File: config.mk
export PLATFORM = sky130hd
export DESIGN_NAME = udp_ipv4_frame_header_builder_core_flat
export DESIGN_NICKNAME = d
export VERILOG_FILES = /design/src/rtl/udphb_pkg.sv /design/src/rtl/udphb_stream_if.sv /design/src/rtl/udphb_accum.sv /design/src/rtl/udphb_emit.sv /design/src/rtl/udp_ipv4_frame_header_builder_core.sv /design/src/flat_wrapper.sv
export SDC_FILE = /design/constraint.sdc
export NUM_CORES = 1
export LEC_CHECK = 0
export BUFFER_PORTS_ARGS = -buffer_cell sky130_fd_sc_hd__buf_2
export CORE_MARGIN = 5
export CORE_UTILIZATION = 50
export DETAILED_ROUTE_END_ITERATION = 10
export GPL_TIMING_DRIVEN = 0
export PLACE_DENSITY = 0.69
export SYNTH_ARGS = -nofsm -noshare
export SYNTH_HDL_FRONTEND = slang
export SYNTH_SLANG_ARGS = --single-unit
File: constraint.sdc
create_clock -name clk -period 6.3 [get_ports clk]
set_clock_uncertainty 0.15 [all_clocks]
set_input_delay 1.26 -clock clk [delete_from_list [all_inputs] [get_ports clk]]
set_output_delay 1.26 -clock clk [all_outputs]
set_load 0.02 [all_outputs]
File: src/rtl/udphb_pkg.sv
// Shared types, constants and checksum helpers for the UDP/IPv4 header builder.
// No dependencies; the RTL modules refer to it by scoped names, the testbench files import it.
package udphb_pkg;

	localparam int MAX_PAYLOAD_DEF = 1472;
	localparam int LEN_W           = 11;
	localparam int HDR_LEN         = 42;
	localparam int IDX_W           = 6;
	localparam int SUM_W           = 20;
	localparam int CFG_IDX_W       = 3;
	localparam int CFG_DATA_W      = 48;

	localparam logic [IDX_W-1:0] HDR_LAST = IDX_W'(HDR_LEN - 1);

	localparam logic [15:0] IDENT_RESET     = 16'h1489;
	localparam logic [7:0]  DEST_HOST_RESET = 8'd254;
	localparam logic [15:0] IP_UDP_HDR_LEN  = 16'd28;
	localparam logic [15:0] UDP_HDR_LEN     = 16'd8;

	// Fixed header fields
	localparam logic [47:0] SRC_MAC        = 48'h00E93A25C229;
	localparam logic [15:0] ETHERTYPE_IPV4 = 16'h0800;
	localparam logic [7:0]  IP_VER_IHL     = 8'h45;
	localparam logic [7:0]  IP_FLAGS_DF    = 8'h40;
	localparam logic [7:0]  IP_TTL         = 8'h40;
	localparam logic [7:0]  IP_PROTO_UDP   = 8'h11;
	localparam logic [7:0]  NET_A          = 8'd192;
	localparam logic [7:0]  NET_B          = 8'd168;
	localparam logic [7:0]  NET_C          = 8'd1;

	// Constant words folded into each checksum up front
	localparam logic [SUM_W-1:0] IP_SUM_CONST = SUM_W'(
		{IP_VER_IHL, 8'h00} + {IP_FLAGS_DF, 8'h00} + {IP_TTL, IP_PROTO_UDP} + {NET_A, NET_B});
	localparam logic [SUM_W-1:0] UDP_SUM_CONST = SUM_W'({NET_A, NET_B} + {8'h00, IP_PROTO_UDP});

	typedef enum logic [CFG_IDX_W-1:0] {
		REG_UNICAST   = 3'd0,
		REG_DEST_MAC  = 3'd1,
		REG_DEST_HOST = 3'd2,
		REG_OWN_HOST  = 3'd3,
		REG_SRC_PORT  = 3'd4,
		REG_DST_PORT  = 3'd5
	} cfg_reg_t;

	typedef struct packed {
		logic        unicast_mode;
		logic [47:0] dest_mac;
		logic [7:0]  dest_host_octet;
		logic [7:0]  own_host_octet;
		logic [15:0] src_port;
		logic [15:0] dst_port;
	} cfg_t;

	typedef struct packed {
		logic [7:0] payload_byte;
		logic       eop;
	} pay_item_t;

	typedef struct packed {
		logic [7:0]       header_byte;
		logic [IDX_W-1:0] header_index;
		logic             oversize;
		logic             last_out;
	} hdr_item_t;

	// Everything a finished frame hands to the header side
	typedef struct packed {
		logic [LEN_W-1:0] len;
		logic [15:0]      sum;
		logic [15:0]      tail;
		logic             ovf;
		logic [15:0]      ident;
	} frame_t;

	// One's-complement add with end-around carry
	function automatic logic [15:0] oc_add(input logic [15:0] a, input logic [15:0] b);
		logic [16:0] s;
		s = {1'b0, a} + {1'b0, b};
		return s[15:0] + {15'd0, s[16]};
	endfunction

	// Fold a wide plain sum back to 16 bits, end-around
	function automatic logic [15:0] oc_fold(input logic [SUM_W-1:0] raw);
		logic [16:0] f;
		f = {1'b0, raw[15:0]} + 17'(raw[SUM_W-1:16]);
		return f[15:0] + {15'd0, f[16]};
	endfunction

endpackage

File: src/rtl/udphb_stream_if.sv
// Valid/ready stream channel carrying one payload struct per transaction.
// Payload type is set per instance; no other dependencies.
interface udphb_stream_if #(parameter type item_t = logic);
	logic  valid;
	logic  ready;
	item_t payload;

	modport source (output valid, output payload, input ready);
	modport sink   (input valid, input payload, output ready);
endinterface

File: src/rtl/udphb_accum.sv
// Payload side: counts bytes, folds the one's-complement sum, tracks ident.
// Depends on udphb_pkg.
module udphb_accum #(
	parameter int MaxPayload = udphb_pkg::MAX_PAYLOAD_DEF
) (
	input  logic                clk,
	input  logic                arst_n,
	input  logic                in_valid,
	output logic                in_ready,
	input  udphb_pkg::pay_item_t in_item,
	output logic                frm_valid,
	input  logic                frm_take,
	output udphb_pkg::frame_t   frm
);

	localparam int CNT_W = $clog2(MaxPayload + 1);
	localparam logic [CNT_W-1:0] CNT_MAX = CNT_W'(MaxPayload);

	logic [CNT_W-1:0] cnt_q, cnt_n;
	logic [15:0]      sum_q, sum_n;
	logic [7:0]       held_q, held_n;
	logic             odd_q, odd_n;
	logic             ovf_q, ovf_n;
	logic [15:0]      ident_q;
	logic             frm_valid_q;
	udphb_pkg::frame_t frm_q;
	logic             in_fire, frame_end;

	// One frame may wait here while the header side is busy
	assign in_ready  = !frm_valid_q || frm_take;
	assign in_fire   = in_valid && in_ready;
	assign frame_end = in_fire && in_item.eop;
	assign frm_valid = frm_valid_q;
	assign frm       = frm_q;

	// Next accumulator state for the incoming byte
	always_comb begin
		cnt_n  = cnt_q;
		sum_n  = sum_q;
		held_n = held_q;
		odd_n  = odd_q;
		ovf_n  = ovf_q;
		if (in_fire) begin
			if (cnt_q >= CNT_MAX) begin
				ovf_n = 1'b1;
			end else begin
				cnt_n = cnt_q + 1'b1;
				if (odd_q) begin
					sum_n = udphb_pkg::oc_add(sum_q, {held_q, in_item.payload_byte});
					odd_n = 1'b0;
				end else begin
					held_n = in_item.payload_byte;
					odd_n  = 1'b1;
				end
			end
		end
	end

	// Accumulator and identification registers
	always_ff @(posedge clk or negedge arst_n) begin
		if (!arst_n) begin
			cnt_q       <= '0;
			sum_q       <= '0;
			held_q      <= '0;
			odd_q       <= 1'b0;
			ovf_q       <= 1'b0;
			ident_q     <= udphb_pkg::IDENT_RESET;
			frm_valid_q <= 1'b0;
		end else begin
			if (frame_end) begin
				cnt_q   <= '0;
				sum_q   <= '0;
				held_q  <= '0;
				odd_q   <= 1'b0;
				ovf_q   <= 1'b0;
				ident_q <= ident_q + 16'(cnt_n);
			end else begin
				cnt_q  <= cnt_n;
				sum_q  <= sum_n;
				held_q <= held_n;
				odd_q  <= odd_n;
				ovf_q  <= ovf_n;
			end
			if (frame_end) begin
				frm_valid_q <= 1'b1;
			end else if (frm_take) begin
				frm_valid_q <= 1'b0;
			end
		end
	end

	// Snapshot of the finished frame
	always_ff @(posedge clk) begin
		if (frame_end) begin
			frm_q.len   <= udphb_pkg::LEN_W'(cnt_n);
			frm_q.sum   <= sum_n;
			frm_q.tail  <= odd_n ? {held_n, 8'h00} : 16'h0000;
			frm_q.ovf   <= ovf_n;
			frm_q.ident <= ident_q;
		end
	end

endmodule

File: src/rtl/udphb_emit.sv
// Header side: checksum sums, fold and complement, then the 42-byte serialiser.
// Depends on udphb_pkg.
module udphb_emit (
	input  logic                 clk,
	input  logic                 arst_n,
	input  udphb_pkg::cfg_t      cfg,
	input  logic                 frm_valid,
	output logic                 frm_take,
	input  udphb_pkg::frame_t    frm,
	output logic                 out_valid,
	input  logic                 out_ready,
	output udphb_pkg::hdr_item_t out_item
);

	localparam int SW = udphb_pkg::SUM_W;
	localparam int IW = udphb_pkg::IDX_W;

	// Stage 2: raw sums
	logic              v2_q;
	udphb_pkg::frame_t frm_s2;
	logic [SW-1:0]     ip_raw_s2, udp_raw_s2;
	logic [SW-1:0]     ip_raw, udp_raw;

	// Stage 3: serialiser
	logic                         busy_q;
	logic [IW-1:0]                idx_q;
	logic [udphb_pkg::LEN_W-1:0]  len_s3;
	logic [15:0]                  ident_s3, ipck_s3, udpck_s3;
	logic                         ovf_s3;

	logic                 out_valid_q;
	udphb_pkg::hdr_item_t out_item_q;

	logic        load2, move23, out_load;
	logic [47:0] dmac;
	logic [31:0] dip;
	logic [15:0] own_w, tot_len2, udp_len2, tot_len3, udp_len3;
	logic [7:0]  hbyte;

	assign move23    = v2_q && !busy_q;
	assign frm_take  = !v2_q || move23;
	assign load2     = frm_valid && frm_take;
	assign out_load  = busy_q && (!out_valid_q || out_ready);
	assign out_valid = out_valid_q;
	assign out_item  = out_item_q;

	// Destination addresses by mode
	always_comb begin
		dmac  = cfg.unicast_mode ? cfg.dest_mac : '1;
		dip   = cfg.unicast_mode ?
			{udphb_pkg::NET_A, udphb_pkg::NET_B, udphb_pkg::NET_C, cfg.dest_host_octet} : '1;
		own_w = {udphb_pkg::NET_C, cfg.own_host_octet};
	end

	// Plain multi-operand sums, folded a stage later
	always_comb begin
		tot_len2 = udphb_pkg::IP_UDP_HDR_LEN + 16'(frm.len);
		udp_len2 = udphb_pkg::UDP_HDR_LEN + 16'(frm.len);
		ip_raw = udphb_pkg::IP_SUM_CONST + SW'(tot_len2) + SW'(frm.ident) + SW'(own_w)
			+ SW'(dip[31:16]) + SW'(dip[15:0]);
		udp_raw = udphb_pkg::UDP_SUM_CONST + SW'(own_w) + SW'(dip[31:16]) + SW'(dip[15:0])
			+ SW'(udp_len2) + SW'(udp_len2) + SW'(cfg.src_port) + SW'(cfg.dst_port)
			+ SW'(frm.sum) + SW'(frm.tail);
	end

	// Control
	always_ff @(posedge clk or negedge arst_n) begin
		if (!arst_n) begin
			v2_q        <= 1'b0;
			busy_q      <= 1'b0;
			idx_q       <= '0;
			out_valid_q <= 1'b0;
		end else begin
			if (load2) begin
				v2_q <= 1'b1;
			end else if (move23) begin
				v2_q <= 1'b0;
			end
			if (move23) begin
				busy_q <= 1'b1;
				idx_q  <= '0;
			end else if (out_load) begin
				idx_q <= idx_q + 1'b1;
				if (idx_q == udphb_pkg::HDR_LAST) begin
					busy_q <= 1'b0;
				end
			end
			if (out_load) begin
				out_valid_q <= 1'b1;
			end else if (out_ready) begin
				out_valid_q <= 1'b0;
			end
		end
	end

	// Stage payloads
	always_ff @(posedge clk) begin
		if (load2) begin
			frm_s2     <= frm;
			ip_raw_s2  <= ip_raw;
			udp_raw_s2 <= udp_raw;
		end
		if (move23) begin
			len_s3   <= frm_s2.len;
			ident_s3 <= frm_s2.ident;
			ovf_s3   <= frm_s2.ovf;
			ipck_s3  <= ~udphb_pkg::oc_fold(ip_raw_s2);
			udpck_s3 <= ~udphb_pkg::oc_fold(udp_raw_s2);
		end
		if (out_load) begin
			out_item_q.header_byte  <= hbyte;
			out_item_q.header_index <= idx_q;
			out_item_q.oversize     <= ovf_s3;
			out_item_q.last_out     <= (idx_q == udphb_pkg::HDR_LAST);
		end
	end

	// Header byte at the current position
	always_comb begin
		tot_len3 = udphb_pkg::IP_UDP_HDR_LEN + 16'(len_s3);
		udp_len3 = udphb_pkg::UDP_HDR_LEN + 16'(len_s3);
		unique case (idx_q)
			6'd0:    hbyte = dmac[47:40];
			6'd1:    hbyte = dmac[39:32];
			6'd2:    hbyte = dmac[31:24];
			6'd3:    hbyte = dmac[23:16];
			6'd4:    hbyte = dmac[15:8];
			6'd5:    hbyte = dmac[7:0];
			6'd6:    hbyte = udphb_pkg::SRC_MAC[47:40];
			6'd7:    hbyte = udphb_pkg::SRC_MAC[39:32];
			6'd8:    hbyte = udphb_pkg::SRC_MAC[31:24];
			6'd9:    hbyte = udphb_pkg::SRC_MAC[23:16];
			6'd10:   hbyte = udphb_pkg::SRC_MAC[15:8];
			6'd11:   hbyte = udphb_pkg::SRC_MAC[7:0];
			6'd12:   hbyte = udphb_pkg::ETHERTYPE_IPV4[15:8];
			6'd13:   hbyte = udphb_pkg::ETHERTYPE_IPV4[7:0];
			6'd14:   hbyte = udphb_pkg::IP_VER_IHL;
			6'd15:   hbyte = 8'h00;
			6'd16:   hbyte = tot_len3[15:8];
			6'd17:   hbyte = tot_len3[7:0];
			6'd18:   hbyte = ident_s3[15:8];
			6'd19:   hbyte = ident_s3[7:0];
			6'd20:   hbyte = udphb_pkg::IP_FLAGS_DF;
			6'd21:   hbyte = 8'h00;
			6'd22:   hbyte = udphb_pkg::IP_TTL;
			6'd23:   hbyte = udphb_pkg::IP_PROTO_UDP;
			6'd24:   hbyte = ipck_s3[15:8];
			6'd25:   hbyte = ipck_s3[7:0];
			6'd26:   hbyte = udphb_pkg::NET_A;
			6'd27:   hbyte = udphb_pkg::NET_B;
			6'd28:   hbyte = udphb_pkg::NET_C;
			6'd29:   hbyte = cfg.own_host_octet;
			6'd30:   hbyte = dip[31:24];
			6'd31:   hbyte = dip[23:16];
			6'd32:   hbyte = dip[15:8];
			6'd33:   hbyte = dip[7:0];
			6'd34:   hbyte = cfg.src_port[15:8];
			6'd35:   hbyte = cfg.src_port[7:0];
			6'd36:   hbyte = cfg.dst_port[15:8];
			6'd37:   hbyte = cfg.dst_port[7:0];
			6'd38:   hbyte = udp_len3[15:8];
			6'd39:   hbyte = udp_len3[7:0];
			6'd40:   hbyte = udpck_s3[15:8];
			6'd41:   hbyte = udpck_s3[7:0];
			default: hbyte = 8'h00;
		endcase
	end

endmodule

File: src/rtl/udp_ipv4_frame_header_builder_core.sv
// Top level of the UDP/IPv4 frame header builder.
// Depends on udphb_pkg, udphb_stream_if, udphb_accum and udphb_emit.
//
// payload_ch takes one UDP payload byte per transaction, eop set on the
// final one; header_ch returns the 42-byte Ethernet/IPv4/UDP header, one byte
// per transaction with its index, the oversize flag and last_out on byte 41.
// Payload bytes are taken every cycle unless payload_ch stalls. The first
// header byte is offered once the frame has passed the holding slot, the
// raw-sum stage, the serialiser stage and its output register; bytes then
// follow one per cycle while ready is high. A finished frame goes to a holding
// slot and on into the checksum stage, so two frames can wait behind the
// header being sent; payload_ch stalls only while both are occupied.
// Stalls on header_ch hold the current byte and back up through the stages.
// Bytes beyond MaxPayload are dropped and flag oversize on the whole header.
// Configuration is written through cfg_we/cfg_index/cfg_wdata, by the user
// only while idle; the block does not enforce this. Reset clears all frame
// state, sets the IP identification to 0x1489, loads the register defaults
// (broadcast, destination host 254) and empties the pipeline.
module udp_ipv4_frame_header_builder_core #(
	parameter int MaxPayload = udphb_pkg::MAX_PAYLOAD_DEF
) (
	input  logic                                  clk,
	input  logic                                  arst_n,
	udphb_stream_if.sink                          payload_ch,
	udphb_stream_if.source                        header_ch,
	input  logic                                  cfg_we,
	input  logic [udphb_pkg::CFG_IDX_W-1:0]       cfg_index,
	input  logic [udphb_pkg::CFG_DATA_W-1:0]      cfg_wdata
);

	udphb_pkg::cfg_t   cfg_q;
	udphb_pkg::frame_t frm;
	logic              frm_valid, frm_take;

	// Configuration registers
	always_ff @(posedge clk or negedge arst_n) begin
		if (!arst_n) begin
			cfg_q.unicast_mode    <= 1'b0;
			cfg_q.dest_mac        <= '0;
			cfg_q.dest_host_octet <= udphb_pkg::DEST_HOST_RESET;
			cfg_q.own_host_octet  <= '0;
			cfg_q.src_port        <= '0;
			cfg_q.dst_port        <= '0;
		end else if (cfg_we) begin
			unique case (cfg_index)
				udphb_pkg::REG_UNICAST:   cfg_q.unicast_mode    <= cfg_wdata[0];
				udphb_pkg::REG_DEST_MAC:  cfg_q.dest_mac        <= cfg_wdata[47:0];
				udphb_pkg::REG_DEST_HOST: cfg_q.dest_host_octet <= cfg_wdata[7:0];
				udphb_pkg::REG_OWN_HOST:  cfg_q.own_host_octet  <= cfg_wdata[7:0];
				udphb_pkg::REG_SRC_PORT:  cfg_q.src_port        <= cfg_wdata[15:0];
				udphb_pkg::REG_DST_PORT:  cfg_q.dst_port        <= cfg_wdata[15:0];
				default: ;
			endcase
		end
	end

	// Payload accumulation
	udphb_accum #(
		.MaxPayload(MaxPayload)
	) u_accum (
		.clk       (clk),
		.arst_n    (arst_n),
		.in_valid  (payload_ch.valid),
		.in_ready  (payload_ch.ready),
		.in_item   (payload_ch.payload),
		.frm_valid (frm_valid),
		.frm_take  (frm_take),
		.frm       (frm)
	);

	// Checksums and header serialiser
	udphb_emit u_emit (
		.clk       (clk),
		.arst_n    (arst_n),
		.cfg       (cfg_q),
		.frm_valid (frm_valid),
		.frm_take  (frm_take),
		.frm       (frm),
		.out_valid (header_ch.valid),
		.out_ready (header_ch.ready),
		.out_item  (header_ch.payload)
	);

endmodule

File: src/flat_wrapper.sv
// flat-port wrapper written by rule: the top's interface ports become plain ports
module udp_ipv4_frame_header_builder_core_flat import udphb_pkg::*;
#(
	parameter int MaxPayload = udphb_pkg::MAX_PAYLOAD_DEF
)
  (clk, arst_n, cfg_we, cfg_index, cfg_wdata, payload_ch_valid, payload_ch_payload, payload_ch_ready, header_ch_valid, header_ch_payload, header_ch_ready);
  udphb_stream_if #(.item_t(pay_item_t)) payload_ch_i ();
  udphb_stream_if #(.item_t(hdr_item_t)) header_ch_i ();
  input  logic clk;
  input  logic arst_n;
  input  logic cfg_we;
  input  logic [udphb_pkg::CFG_IDX_W-1:0] cfg_index;
  input  logic [udphb_pkg::CFG_DATA_W-1:0] cfg_wdata;
  input wire logic [$bits(payload_ch_i.valid)-1:0] payload_ch_valid;
  input wire logic [$bits(payload_ch_i.payload)-1:0] payload_ch_payload;
  output wire logic [$bits(payload_ch_i.ready)-1:0] payload_ch_ready;
  output wire logic [$bits(header_ch_i.valid)-1:0] header_ch_valid;
  output wire logic [$bits(header_ch_i.payload)-1:0] header_ch_payload;
  input wire logic [$bits(header_ch_i.ready)-1:0] header_ch_ready;
  assign payload_ch_i.valid = payload_ch_valid;
  assign payload_ch_i.payload = payload_ch_payload;
  assign payload_ch_ready = payload_ch_i.ready;
  assign header_ch_valid = header_ch_i.valid;
  assign header_ch_payload = header_ch_i.payload;
  assign header_ch_i.ready = header_ch_ready;
  udp_ipv4_frame_header_builder_core #(.MaxPayload(MaxPayload)) u_core (.clk(clk), .arst_n(arst_n), .payload_ch(payload_ch_i), .header_ch(header_ch_i), .cfg_we(cfg_we), .cfg_index(cfg_index), .cfg_wdata(cfg_wdata));
endmodule
==> run summary, run 1 <==
status - complete, no violations
maximum operating frequency - 0.165 GHz
count of flip-flops with a built-in enable after synthesis - 195
combined buffer and inverter count along the critical path - 4
post-synthesis instance total - 1,907
Yosys top cell by area - sky130_fd_sc_hd__edfxtp_1
net switching power - 0.00453 W
Synth Area in Compound Gates - 10.6%
width of the die - 216 microns
final wirelength - 59,800 microns
simple-gate share of the synthesized area - 12.6%
most common flop cell mapped by yosys - sky130_fd_sc_hd__edfxtp_1
slew of the pin with the lowest slew margin - 1.35 ns
Relative slew margins - 9.35%
number of maximum-capacitance violations - 0
Design Power - 0.0115 W
Core Footprint - 42,000 sq um
TritonCTS Sinks - 355
synthesis-to-layout area growth - 12.3%
Clock Pin Slew Worst Setup and Hold Paths - 0.06 ns
Min Clock Period, post-route - 6.06 ns
destination of the critical timing path - u_core.u_emit.udp_raw_s2[19]
layout filler cell count - 3,555
highest fanout seen on the critical path - 17
HPWL after DPL - 47,300 microns
Iteration-0 DRC Markers - 1,324
global route total overflow - 0
final routed wire length divided by cell count - 23.0 microns
First-pass DRT Iterations - 6
fin. max-slew vios - 0
Fin. Hold Viols - 0
crit path launch - u_core.cfg_q[96]
r2r startpoint - u_core.cfg_q[96]
clock share of power - 21.0%
main combinational cell family by area after synthesis - adder cells
Setup CP Type - reg -> reg
number of vias per cell - 5.88
sequential share of power - 29.6%
H-tree Lvls - 2
Worst IR Drop VDD - 492 uV
total number of vias - 15,300
floorplan die height - 216 microns
number of antenna violations at the first check in global routing - 0
worst skew pair latency - 0.57 ns
wire length on met1 - 25,300 microns
ANT nets after route - 0
Synth top area share - 27.5%
pin count of the biggest net entering global routing - 107
standard cell with the maximum stage delay on the critical path - sky130_fd_sc_hd__dfrtp_4
static leakage - 10.0 nW
maximum cell stage delay along the critical path - 0.68 ns
final estimated routing congestion in global placement - 0.958
die area - 46,800 sq um
Gate power share - 49.4%
post-synthesis cell type count - 77
total I/O pin count - 83
fraction of registers with async set or reset after synthesis - 45.1%
CP startpoint kind - flop
flop2flop setup slack - 0.24 ns
total global routing track utilization - 25.6%
RSZ-0062 raised after global routing - no
number of clock buffers inserted by TritonCTS - 40
nets in the synthesized netlist - 2,198
amount of wire on met3 after detailed routing - 3890 microns
highest layer used for signal routing - met4
post-route clock period utilization - 96.2%
global-route wire length before repair - 91,800 microns
crit path cell chain - clkinvlp_4 -> nor2_1 -> fa_1 -> inv_1 -> fa_1 -> inv_1 -> fa_1 -> fa_1 -> inv_1 -> ha_1 -> a21o_1 -> a31oi_1 -> o211ai_1 -> o41a_1 -> and4_1 -> nor4_1 -> o21bai_1
final setup violation count - 0
post-layout net count - 2,327
signal arrival time at the worst endpoint - 6.23 ns
Cell Int Power - 0.00697 W
via count of the first global-routing pass - 15,200
cell at the root of the clock tree - sky130_fd_sc_hd__clkbuf_16
cell types with the largest area share after synthesis - sky130_fd_sc_hd__edfxtp_1 (27%), sky130_fd_sc_hd__dfrtp_1 (17%), sky130_fd_sc_hd__ha_1 (8.3%), sky130_fd_sc_hd__fa_1 (8.0%), sky130_fd_sc_hd__mux2_2 (4.8%)
power density normalized to cell area - 480 nW/um^2
Critical R2R Capture - u_core.u_emit.udp_raw_s2[19]
adder-cell share of the synthesized area - 16.3%
switching power share of the total - 39.4%
required time of the critical path - 6.47 ns
endpoint type of the worst setup path - flop
number of port buffers - 82
mean instance size in the synthesized netlist - 11.2 sq um
TritonCTS clock tree - built
synthesized-area fraction occupied by xor and xnor cells - 5.14%
antenna cells - 0
Starting Density - 50.7%
family with the most delay on the worst path - adder cells
Tightest Hold Check Type - reg -> reg
Max Root-Sink Buffers - 3
met2 wirelength from detailed routing - 28,100 microns
non-filler cells, final - 2,606
worst slack at placement - -0.945 ns
share of synthesized area occupied by flip-flops and latches - 46.3%
setup tns final - 0 ns
fraction of layout cells with a size suffix above 1 - 13.8%
post-synthesis mux area share - 4.80%
cell mode on critical path - sky130_fd_sc_hd__fa_1
critical path depth - 17
synthesized flop and latch total - 355
warning count from the yosys run - 0
worst path setup slack after routing - 0.242 ns
combined area of all synthesized cells - 21,300 sq um
number of placement rows - 75
DRC Markers - 0
Placed Cells incl. Taps - 2,534
worst r2r path cells - 17
## Yosys cell counts (36+ instances only)
cell type,n
sky130_fd_sc_hd__nand2_1,157
sky130_fd_sc_hd__a21oi_1,87
sky130_fd_sc_hd__nor3_1,36
sky130_fd_sc_hd__o21ai_0,93
sky130_fd_sc_hd__edfxtp_1,195
sky130_fd_sc_hd__nor2_1,90
sky130_fd_sc_hd__xor2_1,52
sky130_fd_sc_hd__nand3_1,47
sky130_fd_sc_hd__xnor2_1,73
sky130_fd_sc_hd__clkbuf_1,42
sky130_fd_sc_hd__fa_1,85
sky130_fd_sc_hd__dfrtp_1,148
sky130_fd_sc_hd__ha_1,141
sky130_fd_sc_hd__inv_1,180
sky130_fd_sc_hd__mux2_2,90
## how the worst min path moves through the flow
stage                              from  slack, ns  depth (start not counted)                          to
2_1_floorplan    u_core.u_accum.frm[16]       0.25                          0    u_core.u_emit.frm_s2[16]
3_3_place_gp    u_core.u_emit.frm_s2[5]       0.25                          0   u_core.u_emit.ident_s3[5]
3_5_place_dp   u_core.u_emit.frm_s2[14]       0.25                          0  u_core.u_emit.ident_s3[14]
4_1_cts         u_core.u_emit.frm_s2[2]       0.27                          0   u_core.u_emit.ident_s3[2]
5_1_grt         u_core.u_emit.frm_s2[1]       0.28                          0   u_core.u_emit.ident_s3[1]
6_report       u_core.u_emit.frm_s2[14]       0.26                          0  u_core.u_emit.ident_s3[14]
## per-stage QoR
| step | area (sq um) | utilization, % | hold WS (ns) |
|---|---|---|---|
| after floorplan | 21300 | - | 0.250 |
| after global placement | 22400 | 53.3 | 0.253 |
| after detailed placement | 22600 | 53.7 | 0.255 |
| after CTS | 23900 | 56.9 | 0.268 |
| after global routing | 23900 | 56.9 | 0.275 |
| final | 23900 | 56.9 | 0.259 |
## power by group through the flow
| stage | combinational [W] | sequential (W) | clock, W |
|---|---|---|---|
| floorplan | 0.00427 | 0.00333 | 0 |
| global placement | 0.00554 | 0.00342 | 0 |
| detailed placement | 0.00567 | 0.00343 | 0 |
| CTS | 0.00571 | 0.00340 | 0.00245 |
| global route | 0.00643 | 0.00343 | 0.00256 |
| finish | 0.00568 | 0.00341 | 0.00241 |
## timing repair
action	CTS	global route
setup endpoints to repair	13	3
buffers inserted	0	0
endpoints found under the hold margin	0	0
cloned	0	1
hold buffers	0	0
gates resized for setup	4	3
## per-layer routing
layer	GRT usage [%]	up-vias
li1	-	7059
met1	34.4	7608
met2	41.8	528
met3	4.52	127
met4	10.1	0
met5	0	-
## cell type report
| cell class | instances | area (sq um) | area share [%] |
|---|---|---|---|
| plain buffers | 50 | 220 | 0.920 |
| repair buffers | 88 | 554 | 2.32 |
| inverters | 181 | 683 | 2.86 |
| multi-input cells | 1319 | 10600 | 44.1 |
| flip-flops and latches | 355 | 9880 | 41.3 |
| clock buffers | 60 | 1200 | 5.01 |
| repair inverters | 1 | 5.00 | 0.0209 |
| well taps | 539 | 674 | 2.82 |
| clock inverters | 13 | 156 | 0.654 |
## flip-flops by register name, summed over array words and instances (netlist names), 19 cells and up
| signal | cells |
|---|---|
| u_core.u_accum.frm | 52 |
| u_core.u_emit.frm_s2 | 28 |
| u_core.u_emit.ip_raw_s2 | 19 |
| u_core.cfg_q | 97 |
| u_core.u_emit.udp_raw_s2 | 20 |
## cells by family (layout without fill, tap and decap cells)
| logic type | count (synthesis) | after routing |
|---|---|---|
| AND/OR/NAND/NOR | 527 | 527 |
| flip-flops | 355 | 355 |
| AO/OA/AOI/OAI | 350 | 350 |
| buffers and inverters | 233 | 393 |
| adder cells (fa/ha/maj) | 226 | 226 |
| XOR/XNOR | 125 | 125 |
| multiplexers | 91 | 91 |
## layout by cell type, fill, tap and decap left out, drive strengths merged, types with 21 or more instances in the layout
master,count
nand2,158
ha,141
xor2,52
a21oi,87
nand2b,27
mux2,90
inv,179
xnor2,73
and2,29
a22oi,26
buf,99
clkbuf,99
o21ai,98
dfrtp,148
fa,85
edfxtp,195
nor3,36
nor2b,22
nor2,91
nand4,26
nand3,47
and3,21
No activity file was read; power rests on OpenSTA's default activity.
==> run 2: changes to the inputs <==
--- a/config.mk
+++ b/config.mk
@@ -6,7 +6,7 @@
 export NUM_CORES = 1
 export LEC_CHECK = 0
 export BUFFER_PORTS_ARGS = -buffer_cell sky130_fd_sc_hd__buf_2
-export CORE_MARGIN = 5
+export CORE_MARGIN = 2
 export CORE_UTILIZATION = 50
 export DETAILED_ROUTE_END_ITERATION = 10
 export GPL_TIMING_DRIVEN = 0
==> run summary, run 2 (same netlist as run 1, synthesis figures left out) <==
number of vias per cell - 5.87 (was 5.88)
maximum cell stage delay along the critical path - 0.65 ns (was 0.68 ns)
TritonCTS clock tree - built (unchanged)
First-pass DRT Iterations - 8 (was 6)
post-cts hold buffer count - 0 (unchanged)
H-tree Lvls - 2 (unchanged)
signal arrival time at the worst endpoint - 6.37 ns (was 6.23 ns)
crit path cell chain - inv_1 -> buf_4 -> nor2_1 -> fa_1 -> inv_1 -> fa_1 -> inv_1 -> fa_1 -> fa_1 -> inv_1 -> ha_1 -> a21o_1 -> a31oi_1 -> o211ai_1 -> o41a_1 -> and4_1 -> nor4_1 -> o21bai_1 (was clkinvlp_4 -> nor2_1 -> fa_1 -> inv_1 -> fa_1 -> inv_1 -> fa_1 -> fa_1 -> inv_1 -> ha_1 -> a21o_1 -> a31oi_1 -> o211ai_1 -> o41a_1 -> and4_1 -> nor4_1 -> o21bai_1)
width of the die - 210 microns (was 216 microns)
Iteration-0 DRC Markers - 1,365 (was 1,324)
top library cells by usage in the layout, fill and taps aside - sky130_fd_sc_hd__edfxtp_1 (195), sky130_fd_sc_hd__inv_1 (180), sky130_fd_sc_hd__nand2_1 (157) (was sky130_fd_sc_hd__edfxtp_1 (195), sky130_fd_sc_hd__inv_1 (179), sky130_fd_sc_hd__nand2_1 (157))
CP startpoint kind - flop (unchanged)
most frequent standard cell in the layout excluding fill and tap cells - sky130_fd_sc_hd__edfxtp_1 (unchanged)
total number of vias - 15,300 (about the same)
Gate power share - 49.3% (was 49.4%)
floorplan die height - 210 microns (was 216 microns)
slew of the pin with the lowest slew margin - 1.56 ns (was 1.35 ns)
Relative slew margins - -5.06% (was 9.35%)
Clock Pin Slew Worst Setup and Hold Paths - 0.07 ns (was 0.06 ns)
number of clock buffers inserted by TritonCTS - 40 (unchanged)
number of maximum-capacitance violations - 1 (was 0)
Starting Density - 50.7% (unchanged)
power density normalized to cell area - 484 nW/um^2 (was 480 nW/um^2)
DRC Markers - 0 (unchanged)
maximum operating frequency - 0.161 GHz (was 0.165 GHz)
Worst IR Drop VDD - 428 uV (was 492 uV)
post-route clock period utilization - 98.4% (was 96.2%)
synthesis-to-layout area growth - 12.4% (was 12.3%)
Core Footprint - 42,000 sq um (unchanged)
cell at the root of the clock tree - sky130_fd_sc_hd__clkbuf_16 (unchanged)
RSZ-0062 raised after global routing - yes (was no)
die area - 44,300 sq um (was 46,800 sq um)
Max Root-Sink Buffers - 3 (unchanged)
total global routing track utilization - 28.0% (was 25.6%)
final setup violation count - 0 (unchanged)
endpoint type of the worst setup path - flop (unchanged)
net switching power - 0.00456 W (was 0.00453 W)
number of placement rows - 75 (unchanged)
fraction of layout cells with a size suffix above 1 - 13.8% (unchanged)
Cell Area, Placed - 22,500 sq um (was 22,600 sq um)
Fin. Hold Viols - 0 (unchanged)
setup tns final - 0 ns (unchanged)
failing checks - max-capacitance violations, max-slew violations
Tightest Hold Check Type - reg -> reg (unchanged)
Min Clock Period, post-route - 6.20 ns (was 6.06 ns)
required time of the critical path - 6.47 ns (about the same)
highest fanout seen on the critical path - 16 (was 17)
worst skew pair latency - 0.58 ns (was 0.57 ns)
static leakage - 10.1 nW (was 10.0 nW)
pin count of the biggest net entering global routing - 101 (was 107)
number of antenna violations at the first check in global routing - 0 (unchanged)
global route total overflow - 0 (unchanged)
switching power share of the total - 39.3% (was 39.4%)
register with the most flip-flops - u_core.cfg_q (unchanged)
sequential share of power - 29.4% (was 29.6%)
status - finished with violations (was complete, no violations)
final estimated routing congestion in global placement - 0.958 (unchanged)
fin. max-slew vios - 9 (was 0)
global-route wire length before repair - 92,600 microns (was 91,800 microns)
HPWL after DPL - 47,100 microns (was 47,300 microns)
TritonCTS Sinks - 355 (unchanged)
total I/O pin count - 83 (unchanged)
Post-Layout Inst Area - 24,000 sq um (was 23,900 sq um)
Setup CP Type - reg -> reg (unchanged)
family with the most delay on the worst path - adder cells (unchanged)
final routed wire length divided by cell count - 23.2 microns (was 23.0 microns)
ANT nets after route - 0 (unchanged)
via count of the first global-routing pass - 15,500 (was 15,200)
final wirelength - 60,400 microns (was 59,800 microns)
clock share of power - 21.3% (was 21.0%)
number of port buffers - 82 (unchanged)
worst hold slack after final layout - 0.264 ns (was 0.259 ns)
post-layout net count - 2,326 (was 2,327)
combined buffer and inverter count along the critical path - 5 (was 4)
antenna cells - 0 (unchanged)
Cell Int Power - 0.00704 W (was 0.00697 W)
flip-flop count of the largest register, all copies and words added - 97 (unchanged)
standard cell with the maximum stage delay on the critical path - sky130_fd_sc_hd__dfrtp_4 (unchanged)
run 2: final cells by class:
cell class,instances,area (sq um)
plain buffers,51,228
well taps,539,674
fillers,3608,18100
flip-flops and latches,355,9880
multi-input cells,1319,10600
inverters,181,679
clock inverters,15,218
repair buffers,87,543
clock buffers,59,1170
run 2: through the flow:
| step | total power (W) | setup WS [ns] | util, % | std cells |
|---|---|---|---|---|
| 2_1_floorplan | 0.00760 | 0.241 | - | 1907 |
| 3_3_place_gp | 0.00898 | -2.27 | 53.3 | 2528 |
| 3_5_place_dp | 0.00914 | -1.06 | 53.6 | 2533 |
| 4_1_cts | 0.0117 | 0.0356 | 57.0 | 2606 |
| 5_1_grt | 0.0125 | -0.0992 | 57.0 | 2606 |
| 6_report | 0.0116 | 0.100 | 57.0 | 2606 |
run 2: timing repair:
action,in CTS,in global routing
endpoints found under the setup margin,17,3
resized for setup,5,3
buffers inserted,0,0
run 2: worst paths after layout:
check,cells after the start,slack (ns),endpoint,from
max,18,0.10,u_core.u_emit.udp_raw_s2[19],u_core.cfg_q[96]
max reg2reg,18,0.10,u_core.u_emit.udp_raw_s2[19],u_core.cfg_q[96]
min in group asynchronous,1,0.45,u_core.cfg_q[32],arst_n
max in group asynchronous,2,4.60,u_core.u_accum.cnt_q[7],arst_n
min,0,0.26,u_core.u_emit.len_s3[3],u_core.u_emit.frm_s2[52]
min reg2reg,0,0.26,u_core.u_emit.len_s3[3],u_core.u_emit.frm_s2[52]
run 2: power groups by stage:
stage / clock, W / combinational (W) / sequential, W
6_report: 0.00247 / 0.00572 / 0.00341
5_1_grt: 0.00259 / 0.00643 / 0.00344
4_1_cts: 0.00251 / 0.00575 / 0.00340
3_5_place_dp: 0 / 0.00571 / 0.00343
3_3_place_gp: 0 / 0.00556 / 0.00343
2_1_floorplan: 0 / 0.00427 / 0.00333
run 2: routing by layer:
| metal | vias up | share of wire, % | global-route usage (%) |
|---|---|---|---|
| met5 | - | 0 | 0 |
| met4 | 0 | 4.7 | 12.5 |
| met1 | 7537 | 42 | 37.2 |
| met2 | 574 | 47 | 45.9 |
| met3 | 139 | 6.6 | 4.07 |
| li1 | 7047 | - | - |
